`config.mk`:
```
export PLATFORM = sky130hd
export DESIGN_NAME = self_test_led_status_sequencer
export DESIGN_NICKNAME = d
export VERILOG_FILES = /design/src/design/stls_pkg.sv /design/src/design/self_test_led_status_sequencer.sv
export VERILOG_INCLUDE_DIRS = /design/src /design/src/design
export SDC_FILE = /design/constraint.sdc
export NUM_CORES = 2
export LEC_CHECK = 0
export ABC_AREA = 1
export BUFFER_PORTS_ARGS = -buffer_cell sky130_fd_sc_hd__buf_2
export CAP_MARGIN = 25
export CORE_ASPECT_RATIO = 0.5
export CORE_MARGIN = 4
export CORE_UTILIZATION = 40
export DETAILED_ROUTE_END_ITERATION = 8
export HOLD_SLACK_MARGIN = 0.12
export SETUP_SLACK_MARGIN = 0.5
export SYNTH_ARGS = -nofsm -noshare
export SYNTH_HDL_FRONTEND = slang
export SYNTH_SLANG_ARGS = --single-unit
```
`constraint.sdc`:
```
create_clock -name clk_i -period 8.8 [get_ports clk_i]
set_input_delay 1.76 -clock clk_i [delete_from_list [all_inputs] [get_ports clk_i]]
set_output_delay 1.76 -clock clk_i [all_outputs]
set_load 0.01 [all_outputs]
```
`src/design/self_test_led_status_sequencer_defines.svh`:
```
// Assertion macros for the self-test LED status sequencer.
// Used by the RTL file self_test_led_status_sequencer.sv under design; needs clk_i and rst_ni in scope.
`ifndef SELF_TEST_LED_STATUS_SEQUENCER_DEFINES_SVH
`define SELF_TEST_LED_STATUS_SEQUENCER_DEFINES_SVH

// Property checked at every rising clock edge outside reset.
`define STLS_ASSERT(lbl, prop, msg) \
  lbl: assert property (@(posedge clk_i) disable iff (!rst_ni) (prop)) else $error(msg);

// Condition that must never be true outside reset.
`define STLS_ASSERT_NEVER(lbl, cond, msg) \
  `STLS_ASSERT(lbl, !(cond), msg)

`endif

```
`src/design/stls_pkg.sv`:
```
// Package for the self-test LED status sequencer: status, command and
// configuration register codes. No dependencies.
`timescale 1ns / 1ps

package stls_pkg;

  typedef enum logic [2:0] {
    ST_POSTING     = 3'd0,
    ST_BEFORE_INIT = 3'd1,
    ST_ERROR       = 3'd2,
    ST_ENDED       = 3'd3,
    ST_SUCCESS     = 3'd4
  } status_e;

  typedef enum logic [2:0] {
    CMD_TICK        = 3'd0,
    CMD_START_INIT  = 3'd1,
    CMD_SUCCESS     = 3'd2,
    CMD_ERROR       = 3'd3,
    CMD_PANIC_CHECK = 3'd4,
    CMD_BLINK_STEP  = 3'd5
  } cmd_e;

  typedef enum logic [1:0] {
    CFG_POSTING_TIMEOUT = 2'd0,
    CFG_INIT_TIMEOUT    = 2'd1,
    CFG_PATTERN_MODE    = 2'd2
  } cfg_addr_e;

  localparam logic [31:0] POSTING_TIMEOUT_RST = 32'd12000;
  localparam logic [31:0] INIT_TIMEOUT_RST    = 32'd6000;

endpackage

```
`src/design/self_test_led_status_sequencer.sv`:
```
// Self-test LED status sequencer: an input register and a result register with
// the status update between them. Throughput is one request per cycle while the
// consumer does not stall; the state updates as the result register loads, so
// back-to-back requests see each other's state. Reset (rst_ni low, asynchronous)
// clears the sequencer state, valid flags and config to defaults.
`timescale 1ns / 1ps

module self_test_led_status_sequencer #(
  parameter int unsigned BLINK_INTERVAL = 100,
  parameter int unsigned PANIC_PERIOD   = 1000
) (
  input  logic                       clk_i,
  input  logic                       rst_ni,
  // Configuration write port
  input  logic                       cfg_we_i,
  input  logic [1:0]                 cfg_addr_i,
  input  logic [31:0]                cfg_wdata_i,
  // Request channel
  input  logic                       in_valid_i,
  output logic                       in_ready_o,
  input  logic [2:0]                 command_i,
  input  logic [31:0]                tick_time_i,
  input  logic [30:0]                panic_count_i,
  // Result channel
  output logic                       out_valid_o,
  input  logic                       out_ready_i,
  output logic [2:0]                 status_code_o,
  output logic                       power_green_o,
  output logic                       power_red_o,
  output logic                       aux_leds_o,
  output logic                       time_ended_o
);

  import stls_pkg::*;

  `include "self_test_led_status_sequencer_defines.svh"

  // Number of trailing zero bits of a constant.
  function automatic int unsigned tz_count(input int unsigned v);
    int unsigned n;
    int unsigned x;
    n = 0;
    x = v;
    for (int i = 0; i < 32; i++) begin
      if (x != 0 && x[0] == 1'b0) begin
        x = x >> 1;
        n = n + 1;
      end
    end
    return n;
  endfunction

  // Inverse of an odd constant modulo 2^32 by Newton iteration.
  function automatic logic [31:0] inv32(input logic [31:0] o);
    logic [31:0] y;
    y = o;
    for (int i = 0; i < 5; i++) begin
      y = y * (32'd2 - o * y);
    end
    return y;
  endfunction

  // A value is a multiple of 2^k * odd when its low k bits are zero and the
  // remaining part times the inverse of odd lands at or below (2^N-1)/odd.
  localparam int unsigned BLINK_SH   = tz_count(BLINK_INTERVAL);
  localparam int unsigned BLINK_ODD  = BLINK_INTERVAL >> BLINK_SH;
  localparam logic [31:0] BLINK_INV  = inv32(32'(BLINK_ODD));
  localparam logic [31:0] BLINK_LIM  = 32'(64'hFFFF_FFFF / BLINK_ODD);
  localparam logic [31:0] BLINK_MASK = 32'((64'd1 << BLINK_SH) - 64'd1);

  localparam int unsigned PANIC_SH   = tz_count(PANIC_PERIOD);
  localparam int unsigned PANIC_ODD  = PANIC_PERIOD >> PANIC_SH;
  localparam logic [30:0] PANIC_INV  = 31'(inv32(32'(PANIC_ODD)));
  localparam logic [30:0] PANIC_LIM  = 31'(64'h7FFF_FFFF / PANIC_ODD);
  localparam logic [30:0] PANIC_MASK = 31'((64'd1 << PANIC_SH) - 64'd1);

  // Configuration registers
  logic [31:0] posting_timeout_q;
  logic [31:0] init_timeout_q;
  logic        pattern_mode_q;

  always_ff @(posedge clk_i or negedge rst_ni) begin
    if (!rst_ni) begin
      posting_timeout_q <= POSTING_TIMEOUT_RST;
      init_timeout_q    <= INIT_TIMEOUT_RST;
      pattern_mode_q    <= 1'b0;
    end else if (cfg_we_i) begin
      case (cfg_addr_i)
        CFG_POSTING_TIMEOUT: posting_timeout_q <= cfg_wdata_i;
        CFG_INIT_TIMEOUT:    init_timeout_q    <= cfg_wdata_i;
        CFG_PATTERN_MODE:    pattern_mode_q    <= cfg_wdata_i[0];
        default: ;
      endcase
    end
  end

  // Pipeline control
  logic v1_q, out_valid_q;
  logic out_free, load1, load_out;

  assign out_free   = !out_valid_q || out_ready_i;
  assign load_out   = v1_q && out_free;
  assign in_ready_o = !v1_q || out_free;
  assign load1      = in_valid_i && in_ready_o;

  always_ff @(posedge clk_i or negedge rst_ni) begin
    if (!rst_ni) begin
      v1_q        <= 1'b0;
      out_valid_q <= 1'b0;
    end else begin
      if (in_ready_o) begin
        v1_q <= in_valid_i;
      end
      if (out_free) begin
        out_valid_q <= v1_q;
      end
    end
  end

  // Registered request
  logic [2:0]  cmd1_q;
  logic [31:0] t1_q;
  logic [30:0] cnt1_q;

  always_ff @(posedge clk_i) begin
    if (load1) begin
      cmd1_q <= command_i;
      t1_q   <= tick_time_i;
      cnt1_q <= panic_count_i;
    end
  end

  // Divisibility checks by reciprocal multiplication
  logic [31:0] blink_prod;
  logic [30:0] panic_prod;
  logic        blink_low_ok;
  logic        panic_low_ok;

  assign blink_prod   = (t1_q >> BLINK_SH) * BLINK_INV;
  assign panic_prod   = (cnt1_q >> PANIC_SH) * PANIC_INV;
  assign blink_low_ok = (t1_q & BLINK_MASK) == '0;
  assign panic_low_ok = (cnt1_q & PANIC_MASK) == '0;

  // Sequencer state
  status_e     status_q, status_d;
  logic [2:0]  phase_q, phase_d;
  logic [31:0] last_blink_q, last_blink_d;
  logic [31:0] init_start_q, init_start_d;
  logic        green_q, green_d;
  logic        red_q, red_d;
  logic        aux_q, aux_d;

  logic        blink_div, panic_div;
  logic [31:0] post_diff, blink_diff, init_diff;
  logic        post_late, blink_late, init_late;
  logic [2:0]  blk_phase;
  logic        blk_green;
  logic        err_bit;

  assign blink_div = blink_low_ok && (blink_prod <= BLINK_LIM);
  assign panic_div = panic_low_ok && (panic_prod <= PANIC_LIM);

  // Wrap-safe "a is after b": the difference is nonzero and below 2^31.
  assign post_diff  = t1_q - posting_timeout_q;
  assign blink_diff = t1_q - last_blink_q;
  assign init_diff  = t1_q - (init_start_q + init_timeout_q);
  assign post_late  = (post_diff != '0) && !post_diff[31];
  assign blink_late = (blink_diff != '0) && !blink_diff[31];
  assign init_late  = (init_diff != '0) && !init_diff[31];

  // Blink step and error light results, taken from the current state.
  always_comb begin
    if (pattern_mode_q) begin
      blk_phase = (phase_q >= 3'd4) ? 3'd0 : phase_q + 3'd1;
      if (phase_q == 3'd0) begin
        blk_green = 1'b1;
      end else if (phase_q == 3'd3) begin
        blk_green = 1'b0;
      end else begin
        blk_green = green_q;
      end
    end else begin
      blk_phase = {2'b00, phase_q == 3'd0};
      blk_green = phase_q == 3'd0;
    end
  end

  assign err_bit = phase_q == 3'd0;

  always_comb begin
    status_d     = status_q;
    phase_d      = phase_q;
    last_blink_d = last_blink_q;
    init_start_d = init_start_q;
    green_d      = green_q;
    red_d        = red_q;
    aux_d        = aux_q;
    case (cmd1_q)
      CMD_TICK: begin
        case (status_q)
          ST_POSTING: begin
            if (post_late) begin
              status_d = ST_ENDED;
              phase_d  = {2'b00, err_bit};
              aux_d    = err_bit;
              if (pattern_mode_q) begin
                red_d = err_bit;
              end else begin
                green_d = err_bit;
              end
            end else if (blink_late && blink_div) begin
              last_blink_d = t1_q;
              phase_d      = blk_phase;
              green_d      = blk_green;
            end
          end
          ST_BEFORE_INIT: begin
            if (init_late) begin
              status_d = ST_ENDED;
              green_d  = 1'b1;
              if (pattern_mode_q) begin
                red_d = 1'b0;
              end
            end else begin
              last_blink_d = t1_q;
              phase_d      = blk_phase;
              green_d      = blk_green;
            end
          end
          ST_ERROR: begin
            status_d = ST_ENDED;
            phase_d  = {2'b00, err_bit};
            aux_d    = err_bit;
            if (pattern_mode_q) begin
              red_d = err_bit;
            end else begin
              green_d = err_bit;
            end
          end
          default: ;
        endcase
      end
      CMD_START_INIT: begin
        init_start_d = t1_q;
        status_d     = ST_BEFORE_INIT;
      end
      CMD_SUCCESS: begin
        status_d = ST_SUCCESS;
        green_d  = 1'b1;
        if (pattern_mode_q) begin
          red_d = 1'b0;
        end
      end
      CMD_ERROR: begin
        status_d = ST_ERROR;
      end
      CMD_PANIC_CHECK: begin
        if (panic_div && status_q != ST_ENDED && status_q != ST_SUCCESS) begin
          status_d = ST_ERROR;
          phase_d  = {2'b00, err_bit};
          aux_d    = err_bit;
          if (pattern_mode_q) begin
            red_d = err_bit;
          end else begin
            green_d = err_bit;
          end
        end
      end
      CMD_BLINK_STEP: begin
        phase_d = blk_phase;
        green_d = blk_green;
      end
      default: ;
    endcase
  end

  always_ff @(posedge clk_i or negedge rst_ni) begin
    if (!rst_ni) begin
      status_q     <= ST_POSTING;
      phase_q      <= 3'd0;
      last_blink_q <= 32'd0;
      init_start_q <= 32'd0;
      green_q      <= 1'b0;
      red_q        <= 1'b0;
      aux_q        <= 1'b0;
    end else if (load_out) begin
      status_q     <= status_d;
      phase_q      <= phase_d;
      last_blink_q <= last_blink_d;
      init_start_q <= init_start_d;
      green_q      <= green_d;
      red_q        <= red_d;
      aux_q        <= aux_d;
    end
  end

  // Result register, held while the consumer stalls.
  logic [2:0] status_code_q;
  logic       green_out_q, red_out_q, aux_out_q, ended_out_q;

  always_ff @(posedge clk_i) begin
    if (load_out) begin
      status_code_q <= status_d;
      green_out_q   <= green_d;
      red_out_q     <= red_d;
      aux_out_q     <= aux_d;
      ended_out_q   <= status_d == ST_ENDED;
    end
  end

  assign out_valid_o   = out_valid_q;
  assign status_code_o = status_code_q;
  assign power_green_o = green_out_q;
  assign power_red_o   = red_out_q;
  assign aux_leds_o    = aux_out_q;
  assign time_ended_o  = ended_out_q;

  `STLS_ASSERT(a_ended_flag,
    out_valid_o |-> (time_ended_o == (status_code_o == ST_ENDED)),
    "time_ended_o disagrees with status_code_o")
  `STLS_ASSERT(a_load_sets_valid, load_out |=> out_valid_q,
    "result stage loaded but not valid")
  `STLS_ASSERT(a_success_green, (load_out && cmd1_q == CMD_SUCCESS) |=> power_green_o,
    "success request did not light the green LED")
  `STLS_ASSERT_NEVER(a_phase_range, phase_q > 3'd4,
    "blink phase left its five-phase range")

endmodule

```
### Yosys cells after proc, flatten, opt, wreduce, memory -nomap -nowiden

Cells that the tools add are included.

* add/subtract/negate cells: 5
* $mul: 2
* divide/modulo/power cells: 0
* order comparisons: 3
* equality and inequality tests: 20
* shift operators: 0
* mux-type cells: 38
* bitwise operators: 0
* reductions and logical operators: 34

Operator list (count)
* $mux 32: 3
* $reduce_bool 32->1: 3
* $sub 32x32->32: 3
* $pmux 32 s2: 1
* $add 32x32->32: 1
* $le 32x28->1 const B: 1
* $logic_not 32->1: 1
* $mul 30x32->32 const B: 1
* $le 31x25->1 const B: 1
* $logic_not 31->1: 1
* $mul 28x30->31 const B: 1
* $mux 3: 9
* $pmux 3 s3: 3
* $eq 3x2->1 const B: 5
* $mux 1: 15
* $pmux 3 s5: 1
* $reduce_and 6->1: 2
* $logic_and 1x1->1: 10
* $logic_not 3->1: 3
* $pmux 1 s3: 3
* $ne 2x2->1 const B: 4
* $reduce_and 2->1: 4
* $eq 3x1->1 const B: 2
* $eq 3x3->1 const B: 2
* other kinds (15): 22

* bits in registers: 213
* latch bits: 0
* bits in writable memories: 0
* ROM bits: 0
* output and inout bits: 9
* logic and storage cells: 122
* memories kept: 0

### Longest topological paths before layout

* word-level depth: 8
* mapped depth: 40

### Least setup slack after synthesis

No wires, ideal clock.

* path kind: reg-to-reg
* start point: register t1_q[6]
* end point: register last_blink_q[18]
* library setup time: 121 ps
* data arrival time: 6968 ps
* data required time: 8679 ps
* slack: 1712 ps
* stages on the path, launching flop included: 29
* cells stage by stage: edfxtp_1 -> fa_1 -> fa_1 -> inv_1 -> fa_1 -> fa_1 -> fa_1 -> inv_1 -> fa_1 -> fa_1 -> inv_1 -> fa_1 -> inv_1 -> ha_1 -> a21oi_1 -> o21ai_0 -> o21bai_1 -> a21oi_1 -> xor2_1 -> nand2_1 -> nor3_1 -> nand3_1 -> nand2_1 -> nand3_1 -> a21oi_2 -> nand2_4 -> buf_6 -> nand2_1 -> o21ai_2

* longest elaborated chain between the ends: 6
* elaborated cells on any way between the ends: 20

Ends and longest elaborated chain
* from (decl): line self_test_led_status_sequencer.sv:122 `logic [31:0] t1_q;`
* from (signal assigned): line self_test_led_status_sequencer.sv:128 `t1_q <= tick_time_i;`
* $mul 30x32->32 or $sub 32x32->32 (tied branches): line self_test_led_status_sequencer.sv:139, self_test_led_status_sequencer.sv:165
* $le 32x28->1 (tied with other cells): line self_test_led_status_sequencer.sv:160 `assign blink_div = blink_low_ok && (blink_prod <= BLINK_LIM);`
* $logic_and 1x1->1, on equally long branches: line self_test_led_status_sequencer.sv:160, self_test_led_status_sequencer.sv:168
* $logic_and 1x1->1: line self_test_led_status_sequencer.sv:211 `end else if (blink_late && blink_div) begin`
* $ne 2x2->1 (no source line)
* $reduce_and 6->1 (no source line) *
* to (signal assigned): line self_test_led_status_sequencer.sv:289 `last_blink_q <= last_blink_d;`
* to (decl): line self_test_led_status_sequencer.sv:147 `logic [31:0] last_blink_q, last_blink_d;`

Every way passes the cells marked *; elsewhere a longest branch is shown, timed or not.
A chain may end at the register's enable or synchronous reset.

### Final worst setup path

* start point: register t1_q[5]
* end point: register last_blink_q[7]

The elaborated chain is that of the path after synthesis.

==> summary.txt <==
Result of the run: finished, final reports clean
DR vias: 26100
Met1 WL: 42700 um
First-pass GRT wire length: 150000 um
MaxCap Viol Count: 0
Kind of critical path: flop to flop
CTS tree: yes
Die area: 85200 um^2
P&R area growth vs syn: 9.66%
Die H: 208 um
GRT Resource Usage Total: 0.225
GRT Residual Overflow: 0
Initial antenna violation count: 0
Synth cell types: 45
CTS max path bufs: 3
Clk sinks: 213
Avg Inst Size Synth: 7.98 um^2
Setup TNS: 0 ns
Routability Congestion: 0.973
Drc violations: 0
Worst Path Arrival: 8.28 ns
# diodes: 0
Register area share after synthesis: 0.178
Share of layout cells above drive strength 1: 0.0688
H-tree depth: 1
Synthesized cell area: 32100 um^2
Crit-path max FO: 32
Routed length per instance: 18.0 um
Post-synth top flop: dfrtp_1
Synth area leader: fa_1
Worst Hold Class: flop to flop
Cts bufs inserted: 25
Post-synth EDFFs: 73
Routed Antenna Nets: 0
Initial DRC Count: 1918
Synthesis-stage register bit count: 213
Final Hold Fails: 0
CP max stage delay: 0.57 ns
Core ar.: 79600 um^2
DIE WIDTH: 409 um
Row cnt: 73
Metal2 WL: 45000 um
Highest metal used: met4
Final period util: 0.887
Period minus WS final: 7.81 ns
Initial core utilization: 0.404
FFs w/ async S/R, synth: 0.657
Synth top area cells: fa_1 22%, ha_1 18%, inv_1 12%
Syn Nets: 4958
Worst skew pair latency: 0.59 ns
Post-Syn Instances: 4027
Crit path required time: 9.27 ns
CP startpoint kind: flop
Clock skew: 0.0211 ns
R2R depth: 31
Nets: 5114
Vias per std cell: 4.94
Synth top area share: 0.224
Met3 routed WL: 4400 um
Routed wire length: 95300 um
Final setup viols: 0
Tightest Pin Transition: 0.897 ns
Worst hold slack: 0.483 ns
Detailed Place HPWL: 81800 um
Warnings, synthesis: 0
Post-CTS Hold Fix Bufs: 0
Worst hold stages: 2
Pre-Repair DR Iteration Count: 6
Critical Path Slowest Stage Cell: fa_1
Worst-path clk slew: 0.06 ns
Worst Setup End Kind: flop
RSZ-0062 raised after global routing: no
Crit path top cell by count: fa_1
Ports: 114
CTS Root Cell: clkbuf_16
Final Max Tran Viols: 0
Relative slew slack: 0.402
Vias in the first global route: 26900
Max Freq: 128 MHz
Pin count of the biggest net entering global routing: 83
Port Buffers: 113
through the flow:
step	instance area [um^2]	setup slack, ns	instances	util
after global placement	34200	0.588	5232	0.430
after detailed placement	34200	0.525	5234	0.430
after global routing	35300	0.519	5289	0.443
after CTS	35100	0.578	5280	0.441
after floorplan	32100	1.71	4027	-
final	35300	0.993	5289	0.443
path summary, 6_finish.rpt:
path / from / end / slack (ns)
worst max-delay path: t1_q[5] / last_blink_q[7] / 0.99
worst min-delay path: last_blink_q[18] / last_blink_q[18] / 0.48
worst max register to register: t1_q[5] / last_blink_q[7] / 0.99
worst min register to register: last_blink_q[18] / last_blink_q[18] / 0.48
max in group asynchronous: rst_ni / phase_q[1] / 6.33
min in group asynchronous: rst_ni / posting_timeout_q[0] / 1.19
layout by cell type, fill, tap and decap left out, drive strengths merged, types with 2 or more instances in the layout:
master	instances
a21oi	171
dfstp	14
nand2	770
or2	7
buf	153
nor2	262
nor3	37
nand3b	10
and2	2
ha	467
a31oi	8
o211ai	6
bufinv	2
fa	359
a21o	12
o22ai	2
clkinv	10
and3	2
nor4	4
nand3	160
o21ai	246
a21boi	10
o21a	7
dfrtp	126
nand4	60
edfxtp	73
o21bai	23
inv	1033
xor2	68
clkbuf	29
xnor2	63
synthesized netlist by cell type, types with 63 or more instances:
cell	count
inv_1	1026
nand2_1	760
ha_1	467
fa_1	359
nor2_1	258
o21ai_0	198
a21oi_1	168
nand3_1	156
dfrtp_1	126
edfxtp_1	73
xor2_1	68
xnor2_1	63
per-layer routing:
| layer | global-route usage | vias to the layer above |
|---|---|---|
| met4 | 0.0643 | 0 |
| met3 | 0.0289 | 142 |
| li1 | - | 12800 |
| met5 | 0 | - |
| met1 | 0.300 | 12600 |
| met2 | 0.382 | 597 |
kinds of logic (layout without fill, tap and decap cells):
family                   count (synthesis)  after routing  synth area share
AND/OR/NAND/NOR                       1313           1315             0.171
buffers and inverters                 1055           1228             0.125
XOR/XNOR                               131            131            0.0357
flip-flops                             213            213             0.178
AO/OA/AOI/OAI                          489            489            0.0859
adder cells (fa/ha/maj)                826            826             0.405
area by class of cell:
class,instances,area [um^2]
Fill cell,8043,44300
Clock buffer,29,692
Timing Repair Buffer,153,937
Inverter,1029,3860
Clock inverter,17,178
Tap cell,1087,1360
Sequential cell,213,5710
Multi-Input combinational cell,2761,22500
worst max-delay path: cells and delay by family, from the launching register on:
family / cells / cell delay (ns)
flip-flops: 1 / 0.42
AO/OA/AOI/OAI: 4 / 0.73
adder cells (fa/ha/maj): 9 / 4.53
AND/OR/NAND/NOR: 12 / 1.46
buffers and inverters: 6 / 0.49
sequential cells by signal (all words and copies together), names as in the netlist, 3 cells and up:
register,flops
init_start_q,32
init_timeout_q,32
last_blink_q,32
posting_timeout_q,32
t1_q,32
cnt1_q,31
cmd1_q,3
phase_q,3
status_code_o,3
status_q,3
repair_timing:
action,in CTS,in global routing
buffers inserted,0,6
pin swaps,0,2
setup endpoints to repair,31,37
gates cloned,0,2
resized for setup,1,8
Power is left out: the tool's default activity adds up to more than one toggle a clock period on the data nets, which glitch-free logic cannot reach.
